$ cat src/rtl/core/sbfp_pkg.sv
// ----------------------------------------------------------------------------
// sbfp_pkg
// Shared types, sizes and helpers of the sbus frame parser.
// ----------------------------------------------------------------------------
package sbfp_pkg;

	localparam int FRAME_BYTES = 25;
	localparam int CHANNELS    = 16;
	localparam int CH_BITS     = 11;
	localparam int IDX_W       = $clog2(FRAME_BYTES);
	localparam int CH_W        = $clog2(CHANNELS);
	localparam int CNT_W       = 32;
	localparam int ACC_W       = CH_BITS + 7;
	localparam int NBITS_W     = $clog2(ACC_W + 1);

	typedef logic [IDX_W-1:0]   idx_t;
	typedef logic [CH_W-1:0]    ch_t;
	typedef logic [CNT_W-1:0]   cnt_t;
	typedef logic [ACC_W-1:0]   acc_t;
	typedef logic [NBITS_W-1:0] nbits_t;

	localparam logic [7:0] START_RESET = 8'h0F;

	// positions inside a frame, counted from the frame head
	localparam idx_t HEAD_POS  = idx_t'(0);
	localparam idx_t DATA_POS  = idx_t'(1);
	localparam idx_t FLAG_POS  = idx_t'(FRAME_BYTES - 2);
	localparam idx_t LAST_POS  = idx_t'(FRAME_BYTES - 1);
	localparam idx_t FULL_FILL = idx_t'(FRAME_BYTES);
	localparam ch_t  LAST_CH   = ch_t'(CHANNELS - 1);

	// request from the sequencer to the frame store
	typedef struct packed {
		logic       wr;
		logic       rd;
		idx_t       pos;
		logic [7:0] wdata;
		logic       adv;
		idx_t       adv_by;
	} store_req_t;

	function automatic logic end_byte_ok(input logic [7:0] b);
		logic ok;
		case (b) inside
			8'h00, 8'h04, 8'h14, 8'h24, 8'h34: ok = 1'b1;
			default:                           ok = 1'b0;
		endcase
		return ok;
	endfunction

endpackage

$ cat src/rtl/core/sbfp_store.sv
// ----------------------------------------------------------------------------
// sbfp_store
// Circular frame buffer: one synchronous memory addressed relative to a head
// pointer, so a resync moves the head instead of copying bytes.
// ----------------------------------------------------------------------------
module sbfp_store (
	input  logic                clk,
	input  logic                arst_n,
	input  sbfp_pkg::store_req_t req,
	output logic [7:0]          rdata
);

	logic [7:0]                 mem [sbfp_pkg::FRAME_BYTES];
	sbfp_pkg::idx_t             head_q;
	sbfp_pkg::idx_t             addr;
	sbfp_pkg::idx_t             head_next;
	logic [sbfp_pkg::IDX_W:0]   sum;
	logic [sbfp_pkg::IDX_W:0]   head_sum;

	// wrap head + position back into the buffer
	always_comb begin
		sum = {1'b0, head_q} + {1'b0, req.pos};
		if (sum >= (sbfp_pkg::IDX_W + 1)'(sbfp_pkg::FRAME_BYTES)) begin
			addr = sbfp_pkg::idx_t'(sum - (sbfp_pkg::IDX_W + 1)'(sbfp_pkg::FRAME_BYTES));
		end else begin
			addr = sum[sbfp_pkg::IDX_W-1:0];
		end
		head_sum = {1'b0, head_q} + {1'b0, req.adv_by};
		if (head_sum >= (sbfp_pkg::IDX_W + 1)'(sbfp_pkg::FRAME_BYTES)) begin
			head_next = sbfp_pkg::idx_t'(head_sum - (sbfp_pkg::IDX_W + 1)'(sbfp_pkg::FRAME_BYTES));
		end else begin
			head_next = head_sum[sbfp_pkg::IDX_W-1:0];
		end
	end

	always_ff @(posedge clk or negedge arst_n) begin
		if (!arst_n) begin
			head_q <= '0;
		end else if (req.adv) begin
			head_q <= head_next;
		end
	end

	always_ff @(posedge clk) begin
		if (req.wr) begin
			mem[addr] <= req.wdata;
		end
		if (req.rd) begin
			rdata <= mem[addr];
		end
	end

endmodule

$ cat src/rtl/core/sbus_frame_parser_unit.sv
// ----------------------------------------------------------------------------
// sbus_frame_parser_unit
// SBUS receiver frame decoder: collects 25-byte frames, unpacks 16 channels.
// ----------------------------------------------------------------------------
// A byte that does not complete a frame is taken while the parser is idle.
// The byte that completes a frame starts a sequencer around the single-port
// frame memory (one access per cycle, registered read data): an accepted
// frame takes header checks, a load and a shift step for each of the 22
// channel bytes and an emit step per channel result, held by any output
// stall; a rejected frame takes header checks, a scan and a compare step
// per byte searched for the next start byte (up to 24 bytes) and a status
// result. Resync moves a head pointer, so no bytes are copied. Results sit
// in an output register; the next byte is taken while the last result waits.
// ----------------------------------------------------------------------------
module sbus_frame_parser_unit (
	input  logic        clk,
	input  logic        arst_n,
	input  logic        cfg_wr_en,
	input  logic [7:0]  cfg_wr_data,
	input  logic        in_valid,
	output logic        in_ready,
	input  logic [7:0]  rx_byte,
	output logic        out_valid,
	input  logic        out_ready,
	output logic        frame_ok,
	output logic [3:0]  channel_index,
	output logic [10:0] channel_value,
	output logic        digital_a,
	output logic        digital_b,
	output logic        lost_flag,
	output logic        failsafe_flag,
	output logic [31:0] accepted_total,
	output logic [31:0] rejected_total,
	output logic [31:0] discarded_total,
	output logic        last
);

	typedef enum logic [9:0] {
		ST_IDLE   = 10'b00_0000_0001,
		ST_HEAD   = 10'b00_0000_0010,
		ST_FLAGS  = 10'b00_0000_0100,
		ST_DECIDE = 10'b00_0000_1000,
		ST_LOAD   = 10'b00_0001_0000,
		ST_SHIFT  = 10'b00_0010_0000,
		ST_EMIT   = 10'b00_0100_0000,
		ST_SCAN   = 10'b00_1000_0000,
		ST_SCMP   = 10'b01_0000_0000,
		ST_STATUS = 10'b10_0000_0000
	} state_t;

	state_t                state_q;
	logic [7:0]            start_q;
	sbfp_pkg::idx_t        fill_q;
	sbfp_pkg::cnt_t        acc_cnt_q;
	sbfp_pkg::cnt_t        rej_cnt_q;
	sbfp_pkg::cnt_t        dis_cnt_q;
	logic [7:0]            end_q;
	logic [3:0]            flags_q;
	logic                  ok_q;
	sbfp_pkg::idx_t        pos_q;
	sbfp_pkg::acc_t        acc_q;
	sbfp_pkg::nbits_t      nbits_q;
	sbfp_pkg::ch_t         ch_q;

	sbfp_pkg::store_req_t  req;
	logic [7:0]            rdata;
	logic                  in_fire;
	logic                  slot_free;
	logic                  emit_fire;
	sbfp_pkg::nbits_t      nbits_add;

	sbfp_store u_store (
		.clk    (clk),
		.arst_n (arst_n),
		.req    (req),
		.rdata  (rdata)
	);

	assign in_ready  = (state_q == ST_IDLE);
	assign in_fire   = in_valid && in_ready;
	assign slot_free = !out_valid || out_ready;
	assign emit_fire = ((state_q == ST_EMIT) || (state_q == ST_STATUS)) && slot_free;
	assign nbits_add = nbits_q + sbfp_pkg::nbits_t'(8);

	always_comb begin
		req = '0;
		case (state_q)
			ST_IDLE: begin
				if (in_fire && !(fill_q == '0 && rx_byte != start_q)) begin
					req.wr    = 1'b1;
					req.pos   = fill_q;
					req.wdata = rx_byte;
				end
			end
			ST_HEAD: begin
				req.rd  = 1'b1;
				req.pos = sbfp_pkg::HEAD_POS;
			end
			ST_FLAGS: begin
				req.rd  = 1'b1;
				req.pos = sbfp_pkg::FLAG_POS;
			end
			ST_LOAD, ST_SCAN: begin
				req.rd  = 1'b1;
				req.pos = pos_q;
			end
			ST_SCMP: begin
				// found the next start byte: it becomes the new frame head
				if (rdata == start_q) begin
					req.adv    = 1'b1;
					req.adv_by = pos_q;
				end
			end
			default: begin
				req = '0;
			end
		endcase
	end

	always_ff @(posedge clk or negedge arst_n) begin
		if (!arst_n) begin
			state_q   <= ST_IDLE;
			start_q   <= sbfp_pkg::START_RESET;
			fill_q    <= '0;
			acc_cnt_q <= '0;
			rej_cnt_q <= '0;
			dis_cnt_q <= '0;
			out_valid <= 1'b0;
		end else begin
			if (cfg_wr_en) begin
				start_q <= cfg_wr_data;
			end
			if (emit_fire) begin
				out_valid <= 1'b1;
			end else if (out_ready) begin
				out_valid <= 1'b0;
			end
			case (state_q)
				ST_IDLE: begin
					if (in_fire) begin
						if (fill_q == '0 && rx_byte != start_q) begin
							dis_cnt_q <= dis_cnt_q + sbfp_pkg::cnt_t'(1);
						end else if (fill_q == sbfp_pkg::LAST_POS) begin
							fill_q  <= sbfp_pkg::FULL_FILL;
							state_q <= ST_HEAD;
						end else begin
							fill_q <= fill_q + sbfp_pkg::idx_t'(1);
						end
					end
				end
				ST_HEAD: begin
					state_q <= ST_FLAGS;
				end
				ST_FLAGS: begin
					state_q <= ST_DECIDE;
				end
				ST_DECIDE: begin
					if (ok_q) begin
						acc_cnt_q <= acc_cnt_q + sbfp_pkg::cnt_t'(1);
						fill_q    <= '0;
						state_q   <= ST_LOAD;
					end else begin
						rej_cnt_q <= rej_cnt_q + sbfp_pkg::cnt_t'(1);
						state_q   <= ST_SCAN;
					end
				end
				ST_LOAD: begin
					state_q <= ST_SHIFT;
				end
				ST_SHIFT: begin
					if (nbits_add >= sbfp_pkg::nbits_t'(sbfp_pkg::CH_BITS)) begin
						state_q <= ST_EMIT;
					end else begin
						state_q <= ST_LOAD;
					end
				end
				ST_EMIT: begin
					if (slot_free) begin
						state_q <= (ch_q == sbfp_pkg::LAST_CH) ? ST_IDLE : ST_LOAD;
					end
				end
				ST_SCAN: begin
					state_q <= ST_SCMP;
				end
				ST_SCMP: begin
					if (rdata == start_q) begin
						dis_cnt_q <= dis_cnt_q + sbfp_pkg::cnt_t'(pos_q);
						fill_q    <= sbfp_pkg::FULL_FILL - pos_q;
						state_q   <= ST_STATUS;
					end else if (pos_q == sbfp_pkg::LAST_POS) begin
						// no start byte anywhere: the whole frame is dropped
						dis_cnt_q <= dis_cnt_q + sbfp_pkg::cnt_t'(sbfp_pkg::FRAME_BYTES);
						fill_q    <= '0;
						state_q   <= ST_STATUS;
					end else begin
						state_q <= ST_SCAN;
					end
				end
				ST_STATUS: begin
					if (slot_free) begin
						state_q <= ST_IDLE;
					end
				end
				default: begin
					state_q <= ST_IDLE;
				end
			endcase
		end
	end

	// datapath registers, no reset needed
	always_ff @(posedge clk) begin
		case (state_q)
			ST_IDLE: begin
				if (in_fire) begin
					end_q <= rx_byte;
				end
			end
			ST_FLAGS: begin
				ok_q <= (rdata == start_q) && sbfp_pkg::end_byte_ok(end_q);
			end
			ST_DECIDE: begin
				flags_q <= rdata[3:0];
				pos_q   <= sbfp_pkg::DATA_POS;
				acc_q   <= '0;
				nbits_q <= '0;
				ch_q    <= '0;
			end
			ST_SHIFT: begin
				// channel bits arrive lsb-first, append above what is held
				acc_q   <= acc_q | (sbfp_pkg::acc_t'(rdata) << nbits_q);
				nbits_q <= nbits_add;
				pos_q   <= pos_q + sbfp_pkg::idx_t'(1);
			end
			ST_EMIT: begin
				if (slot_free) begin
					frame_ok        <= 1'b1;
					channel_index   <= ch_q;
					channel_value   <= acc_q[sbfp_pkg::CH_BITS-1:0];
					digital_a       <= flags_q[0];
					digital_b       <= flags_q[1];
					lost_flag       <= flags_q[2];
					failsafe_flag   <= flags_q[3];
					accepted_total  <= acc_cnt_q;
					rejected_total  <= rej_cnt_q;
					discarded_total <= dis_cnt_q;
					last            <= (ch_q == sbfp_pkg::LAST_CH);
					acc_q           <= acc_q >> sbfp_pkg::CH_BITS;
					nbits_q         <= nbits_q - sbfp_pkg::nbits_t'(sbfp_pkg::CH_BITS);
					ch_q            <= ch_q + sbfp_pkg::ch_t'(1);
				end
			end
			ST_SCMP: begin
				if (rdata != start_q) begin
					pos_q <= pos_q + sbfp_pkg::idx_t'(1);
				end
			end
			ST_STATUS: begin
				if (slot_free) begin
					frame_ok        <= 1'b0;
					channel_index   <= '0;
					channel_value   <= '0;
					digital_a       <= 1'b0;
					digital_b       <= 1'b0;
					lost_flag       <= 1'b0;
					failsafe_flag   <= 1'b0;
					accepted_total  <= acc_cnt_q;
					rejected_total  <= rej_cnt_q;
					discarded_total <= dis_cnt_q;
					last            <= 1'b1;
				end
			end
			default: begin
			end
		endcase
	end

endmodule

$ cat config.mk
export PLATFORM = sky130hd
export DESIGN_NAME = sbus_frame_parser_unit
export DESIGN_NICKNAME = d
export VERILOG_FILES = /design/src/rtl/core/sbfp_pkg.sv /design/src/rtl/core/sbfp_store.sv /design/src/rtl/core/sbus_frame_parser_unit.sv
export SDC_FILE = /design/constraint.sdc
export NUM_CORES = 1
export LEC_CHECK = 0
export BUFFER_PORTS_ARGS = -buffer_cell sky130_fd_sc_hd__buf_2
export CELL_PAD_IN_SITES_DETAIL_PLACEMENT = 1
export CELL_PAD_IN_SITES_GLOBAL_PLACEMENT = 1
export CORE_MARGIN = 1
export CORE_UTILIZATION = 29
export CTS_CLUSTER_SIZE = 25
export DETAILED_ROUTE_END_ITERATION = 10
export GPL_ROUTABILITY_DRIVEN = 0
export PLACE_DENSITY_LB_ADDON = 0.1
export SYNTH_ARGS = -nofsm -noshare
export SYNTH_HDL_FRONTEND = slang
export SYNTH_SLANG_ARGS = --single-unit
$ cat constraint.sdc
create_clock -name clk -period 6.1 [get_ports clk]
set_clock_uncertainty 0.1 [all_clocks]
set_input_delay 1.83 -clock clk [delete_from_list [all_inputs] [get_ports clk]]
set_output_delay 1.83 -clock clk [all_outputs]
set_load 0.01 [all_outputs]
==> results.py, run 1 <==
metrics = {
    "run_status": {
        "outcome": "completed",
    },
    "place": {
        "dpl.hpwl_microns": 37800,
        "dp.cells": 2604,
        "placed_area_sq_um": 23300,
        "io_buffers": 139,
        "preCtsSetupSlack_ns": -0.641,
    },
    "clock_network": {
        "cts_buffers": 57,
        "clock_path_buffers": 3,
        "postCtsSetupBuffers": 0,
        "cts_root_buf": "clkbuf_16",
        "clock_sinks": 495,
        "cts_tree": "yes",
        "clkLatencyLatePin_ns": 0.62,
        "cts.htree.levels": 2,
        "path_clk_slew_ns": 0.06,
    },
    "pwr": {
        "power_frac_clock_pct": 40.0,
        "internal-power_mw": 6.49,
        "ir_drop_mv": 0.254,
        "switchingPower_mw": 2.30,
        "sw_frac_of_total_pct": 26.2,
        "power.density_nw_per_um2": 348,
        "leakage_nw": 9.35,
        "pwr-share-comb_pct": 16.4,
        "seqPwrFrac_pct": 43.6,
    },
    "final_layout": {
        "fin_nets": 1786,
        "final_util_pct": 36.5,
        "fin_area_sq_um": 25300,
        "layout_common_cells": "edfxtp_1, buf_2, buf_4, dfrtp_1, nor2_1",
        "syn_to_final_growth_pct": 23.5,
        "antennaDiodeCount": 0,
        "fillerInstances": 7289,
        "fin_cells": 2711,
        "drive_gt1_share_pct": 24.7,
        "final_common_cell": "edfxtp_1",
    },
    "floorplan": {
        "die_area_sq_um": 71600,
        "initial_core_util_pct": 29.6,
        "core_area_sq_um": 69200,
        "die_w_microns": 268,
        "rows": 96,
        "ios": 140,
        "die_y_microns": 268,
    },
    "timing": {
        "finalWorstSetupSlack_ns": 0.308,
        "report.final.hold_viol_count": 0,
        "setup_tns_ns": 0,
        "post-route-min-period_ns": 5.79,
        "tightest_slew_ns": 1.11,
        "final.period_utilization_pct": 95.0,
        "clock.fmax_mhz": 173,
        "drv_slew": 0,
        "slew_headroom_pct": 26.0,
        "setup_viol": 0,
        "rsz0062_at_grt": "false",
    },
    "setup_path": {
        "cp_slowest_cell": "fa_1",
        "worstPathArrival_ns": 6.06,
        "cp.required_ns": 6.36,
        "rr_worst_depth": 21,
        "path_max_fanout": 12,
        "crit_path_start_kind": "primary input",
        "critPathCaptureType": "flip-flop",
        "cp_slowest_stage_delay_ns": 0.41,
        "worstReg2RegStart": "fill_q[0]",
        "rrSetupSlack_ns": 0.72,
        "worstSetupPathType": "primary input to flip-flop",
        "reg2reg_to": "u_store.rdata[7]",
        "path_cells": "buf_2, xor2_1, nor4_2, a21oi_1, nor2_2, a221o_1, ha_1, inv_1, fa_1, nand2b_4, a21oi_4, xnor2_1, o31a_4, buf_4, o31ai_4, buf_4, or3_1, buf_12, a21oi_1, a2111oi_0, nand2_1",
    },
    "synthesis": {
        "ys_seq_elements": 495,
        "ys.flop_type": "edfxtp_1",
        "yosys_warnings": 0,
        "yosys.cell_types.count": 69,
        "syn_area_sq_um": 20400,
        "seq_area_frac_synth_pct": 69.7,
        "avgSynthCellArea_sq_um": 14.1,
        "synth-edff-count": 370,
        "synthArstFlopShare_pct": 25.3,
        "syn_inst": 1449,
        "synth_nets": 1503,
    },
    "worst_hold_path": {
        "hold_class": "flip-flop to flip-flop",
        "hold_start": "dis_cnt_q[21]",
        "min_to": "discarded_total[21]",
        "hold_depth": 0,
    },
    "drt": {
        "drt-wirelength-per-cell_microns": 20.1,
        "first_iter_violations": 850,
        "drc_errors": 0,
        "dr_total_vias": 12800,
        "ant_nets": 0,
        "vias_per_cell": 4.71,
        "dr.pass1.iters": 5,
        "totalWireLength_microns": 54600,
    },
    "grt": {
        "grt_pass1_vias": 13500,
        "grt_pass1_wl_microns": 83900,
        "grt_max_degree": 97,
        "track_usage_pct": 15.4,
        "gr-total-overflow": 0,
        "antenna_found_initial": 0,
    },
    "flow_run": {
        "cap_violations": 0,
    },
}
==> through the flow <==
stage          power, mW  hold WS [ns]
6_report            8.78         0.350
5_1_grt             9.16         0.365
4_1_cts             8.93         0.352
3_5_place_dp        5.35         0.339
3_3_place_gp        5.33         0.338
2_1_floorplan       4.57         0.325
==> cells in the mapped netlist, types with 4 or more instances <==
master	instances	share of area [%]
a2111oi_0	8	0.34
a21o_1	6	0.22
a21oi_1	82	2.0
a221oi_1	5	0.21
a22oi_1	97	3.6
a31oi_1	5	0.15
and2_1	37	1.1
and3_1	20	0.61
buf_2	16	0.39
clkbuf_1	29	0.53
dfrtp_1	120	15
dfstp_2	5	0.64
edfxtp_1	370	54
ha_1	30	1.8
inv_1	33	0.61
mux2_2	24	1.3
mux2i_1	10	0.49
nand2_1	92	1.7
nand2b_1	9	0.28
nand3_1	42	1.0
nand3b_1	5	0.18
nand4_1	14	0.43
nor2_1	112	2.1
nor2b_1	7	0.21
nor3_1	18	0.44
nor3_2	8	0.39
nor3b_1	5	0.18
nor4_1	10	0.31
nor4_2	5	0.31
o21ai_0	25	0.61
or2_2	4	0.12
or3_1	5	0.15
xnor2_1	62	2.7
xor2_1	65	2.8
==> final cells by class <==
type / count / area (sq um) / share of cell area (%)
sequential: 495 / 14200 / 56.4
tap: 931 / 1160 / 4.61
multi-input combinational: 870 / 5930 / 23.5
timing repair buffer: 275 / 1870 / 7.41
clock inverter: 29 / 359 / 1.42
inverter: 33 / 124 / 0.490
clock buffer: 78 / 1570 / 6.20
==> critical path, delay by kind of cell <==
kind / cells / cell delay [ns]
compound gates: 7 / 1.65
simple gates: 5 / 1.01
buf+inv: 5 / 0.70
fa+ha+maj: 2 / 0.57
xor+xnor: 2 / 0.30
==> worst max path at each step <==
stage / start / depth (start not counted) / slack [ns] / endpoint
after floorplan: rx_byte[6] / 17 / 0.06 / u_store.mem[24][0]
after global placement: rx_byte[7] / 20 / -0.62 / u_store.rdata[1]
after detailed placement: rx_byte[7] / 20 / -0.64 / u_store.rdata[1]
after CTS: rx_byte[7] / 20 / 0.03 / u_store.rdata[1]
after global routing: rx_byte[7] / 21 / 0.04 / u_store.rdata[7]
final: rx_byte[7] / 21 / 0.31 / u_store.rdata[7]
==> routing by layer <==
metal	vias to the layer above	track usage [%]	part of all wire (%)
li1	5976	-	-
met1	6489	21.5	47
met2	222	24.7	47
met3	76	2.23	3.6
met4	0	4.68	2.5
met5	-	0	0
==> repair_timing <==
action / 4_1_cts / 5_1_grt
gates resized for setup: 0 / 4
setup endpoints to repair: 0 / 139
hold buffers: 0 / 0
==> kinds of logic after synthesis <==
group	after synthesis	synth area share (%)
buffers and inverters	84	1.75
and+or+nand+nor	421	10.8
muxes	34	1.81
AOI/OAI and AO/OA	254	8.35
adders and majority gates	33	2.13
xor gates and xnor gates	128	5.52
DFF	495	69.7
==> power by group through the flow <==
stage | registers [mW] | clock network [mW] | logic, mW
2_1_floorplan | 3.87 | 0 | 0.693
3_3_place_gp | 3.90 | 0 | 1.44
3_5_place_dp | 3.90 | 0 | 1.46
4_1_cts | 3.83 | 3.64 | 1.46
5_1_grt | 3.84 | 3.75 | 1.56
6_report | 3.83 | 3.52 | 1.44
==> sequential cells by signal, summed over array words and instances, names as in the netlist, 8 cells and up <==
signal / count
dis_cnt_q: 32
channel_value: 11
u_store.rdata: 8
acc_cnt_q: 32
accepted_total: 32
rejected_total: 32
acc_q: 18
u_store.mem: 200
rej_cnt_q: 32
state_q: 10
discarded_total: 32
start_q: 8
end_q: 8
Power figures use the tool's default switching activity.
==> run 2: changes to the inputs <==
Clock period 6.1 ns to 5 ns, I/O delays scaled along.
==> run 2 against run 1 <==
Core utilization up 2.6 points. Largest power group unchanged. Sequential cell count unchanged. Worst hold slack worse by 0.0023 ns. Total power up 29%. Global-route usage up 0.50 points. Sequential power up 22%. Count of clock-buffer cells in the layout down 9. Non-clock buffer count up 52. Register-to-register slack worse by 0.59 ns. Routed wire length up 4.8%. The run now ends with negative setup slack left. Design area up 7.2%.
==> results.py, run 2 (same netlist as run 1, synthesis figures left out) <==
metrics = {
    "run_status": {
        "outcome": "finished with violations",
        "violations": "negative setup slack",
    },
    "drt": {
        "dr.pass1.iters": 4,
        "dr_total_vias": 13000,
        "vias_per_cell": 4.71,
        "drt-wirelength-per-cell_microns": 20.7,
        "first_iter_violations": 643,
        "totalWireLength_microns": 57200,
        "drc_errors": 0,
        "ant_nets": 0,
    },
    "clock_network": {
        "clock_sinks": 495,
        "clock_path_buffers": 3,
        "ctsHoldBuffers": 0,
        "cts_buffers": 56,
        "clkLatencyLatePin_ns": 0.62,
        "cts_tree": "yes",
        "cts.htree.levels": 2,
        "path_clk_slew_ns": 0.06,
        "cts_root_buf": "clkbuf_16",
    },
    "timing": {
        "clock.fmax_mhz": 195,
        "report.final.hold_viol_count": 0,
        "finalWorstSetupSlack_ns": -0.129,
        "setup_viol": 35,
        "holdWs_ns": 0.347,
        "drv_slew": 0,
        "post-route-min-period_ns": 5.13,
        "final.period_utilization_pct": 103,
        "tightest_slew_ns": 1.13,
        "setup_tns_ns": -1.31,
        "rsz0062_at_grt": "true",
        "slew_headroom_pct": 24.5,
    },
    "floorplan": {
        "die_area_sq_um": 71600,
        "die_w_microns": 268,
        "rows": 96,
        "ios": 140,
        "die_y_microns": 268,
        "core_area_sq_um": 69200,
        "initial_core_util_pct": 29.6,
    },
    "grt": {
        "grt_pass1_vias": 13600,
        "grt_pass1_wl_microns": 85900,
        "antenna_found_initial": 0,
        "met2_usage_pct": 25.7,
        "met1_usage_pct": 21.7,
        "track_usage_pct": 15.9,
        "gr-total-overflow": 0,
        "use_met3_pct": 2.07,
        "grt_max_degree": 72,
        "grt-busiest-layer": "met2",
    },
    "setup_path": {
        "cp_top_family": "compound AO/OA/AOI/OAI gates",
        "worstPathArrival_ns": 5.40,
        "crit_path_start_kind": "primary input",
        "path_cells": "buf_8, xor2_4, nor4_4, a21oi_2, nor2_2, a221o_1, ha_2, inv_2, fa_2, buf_6, ha_4, nor2_4, o31a_4, mux2i_4, buf_12, buf_12, a22oi_2, a21oi_2, a2111oi_4, nand2_1",
        "cp_slowest_cell": "fa_2",
        "cp_slowest_stage_delay_ns": 0.56,
        "critPathCaptureType": "flip-flop",
        "path_max_fanout": 8,
        "cp.buffers_inverters": 5,
        "cp.required_ns": 5.27,
        "worstSetupPathType": "primary input to flip-flop",
    },
    "pwr": {
        "switchingPower_mw": 3.08,
        "seqPwrFrac_pct": 41.2,
        "power.density_nw_per_um2": 418,
        "ir_drop_mv": 0.240,
        "pwr-share-comb_pct": 22.2,
        "leakage_nw": 9.87,
        "internal-power_mw": 8.23,
        "power_frac_clock_pct": 36.5,
        "fin_total_pwr_mw": 11.3,
        "sw_frac_of_total_pct": 27.2,
    },
    "final_layout": {
        "largest_reg_flops": 200,
        "final_util_pct": 39.1,
        "drive_gt1_share_pct": 34.6,
        "fin_nets": 1838,
        "layout_common_cells": "edfxtp_1, buf_2, dfrtp_1, buf_4, nor2_1",
        "fin_cells": 2763,
        "fin_area_sq_um": 27100,
        "largest-register": "u_store.mem",
        "final_common_cell": "edfxtp_1",
        "syn_to_final_growth_pct": 32.4,
    },
    "worst_hold_path": {
        "hold_class": "flip-flop to flip-flop",
    },
    "place": {
        "dpl.hpwl_microns": 38900,
        "placed_area_sq_um": 23600,
        "preCtsSetupSlack_ns": -1.85,
        "dp.cells": 2616,
        "io_buffers": 139,
    },
    "flow_run": {
        "cap_violations": 0,
    },
}
-- run 2: changes by cell type in the layout (fill, tap and decap cells not counted), sizes merged --
cell and change:
diode +1, clkinv +9, clkbuf -6, mux2i +1, buf +49, clkinvlp -2
-- run 2: cell type report --
cell class                      count  area, sq um
Antenna cell                        1         2.50
Clock buffer                       69         1460
Clock inverter                     36          364
Fill cell                        7123        42100
Inverter                           33          124
Multi-Input combinational cell    871         6920
Sequential cell                   495        14200
Tap cell                          931         1160
Timing Repair Buffer              327         2810
-- run 2: worst paths after layout --
path | from | to | slack, ns | cells after the start
max | rx_byte[3] | u_store.rdata[7] | -0.13 | 20
min | dis_cnt_q[10] | discarded_total[10] | 0.35 | 0
max reg2reg | fill_q[0] | u_store.rdata[7] | 0.13 | 21
min reg2reg | dis_cnt_q[10] | discarded_total[10] | 0.35 | 0
max in group asynchronous | arst_n | dis_cnt_q[15] | 3.08 | 2
min in group asynchronous | arst_n | rej_cnt_q[23] | 0.80 | 1
-- run 2: metal layers --
metal / up-vias / part of all wire [%]
li1: 6085 / -
met1: 6633 / 47
met2: 203 / 47
met3: 90 / 3.3
met4: 0 / 2.9
met5: - / 0
-- run 2: repair_timing --
action	CTS	global route
endpoints found under the setup margin	208	207
resized for setup	123	121
buffers inserted	20	17
gates cloned	3	3
pin swaps	45	53
hold endpoints to repair	0	0
-- run 2: worst register-to-register path: cells and delay by family, from the launching register on --
family	cells	cell delay (ns)
compound gates	7	1.86
simple gates	5	0.90
buf+inv	6	0.74
fa+ha+maj	2	0.45
flops	1	0.38
mux	1	0.24
-- run 2: power by group through the flow --
stage / Clock (mW) / Sequential [mW] / Combinational [mW]
finish: 4.13 / 4.66 / 2.52
global route: 4.40 / 4.67 / 2.68
CTS: 4.26 / 4.66 / 2.19
detailed placement: 0 / 4.74 / 1.77
global placement: 0 / 4.74 / 1.75
floorplan: 0 / 4.72 / 0.942
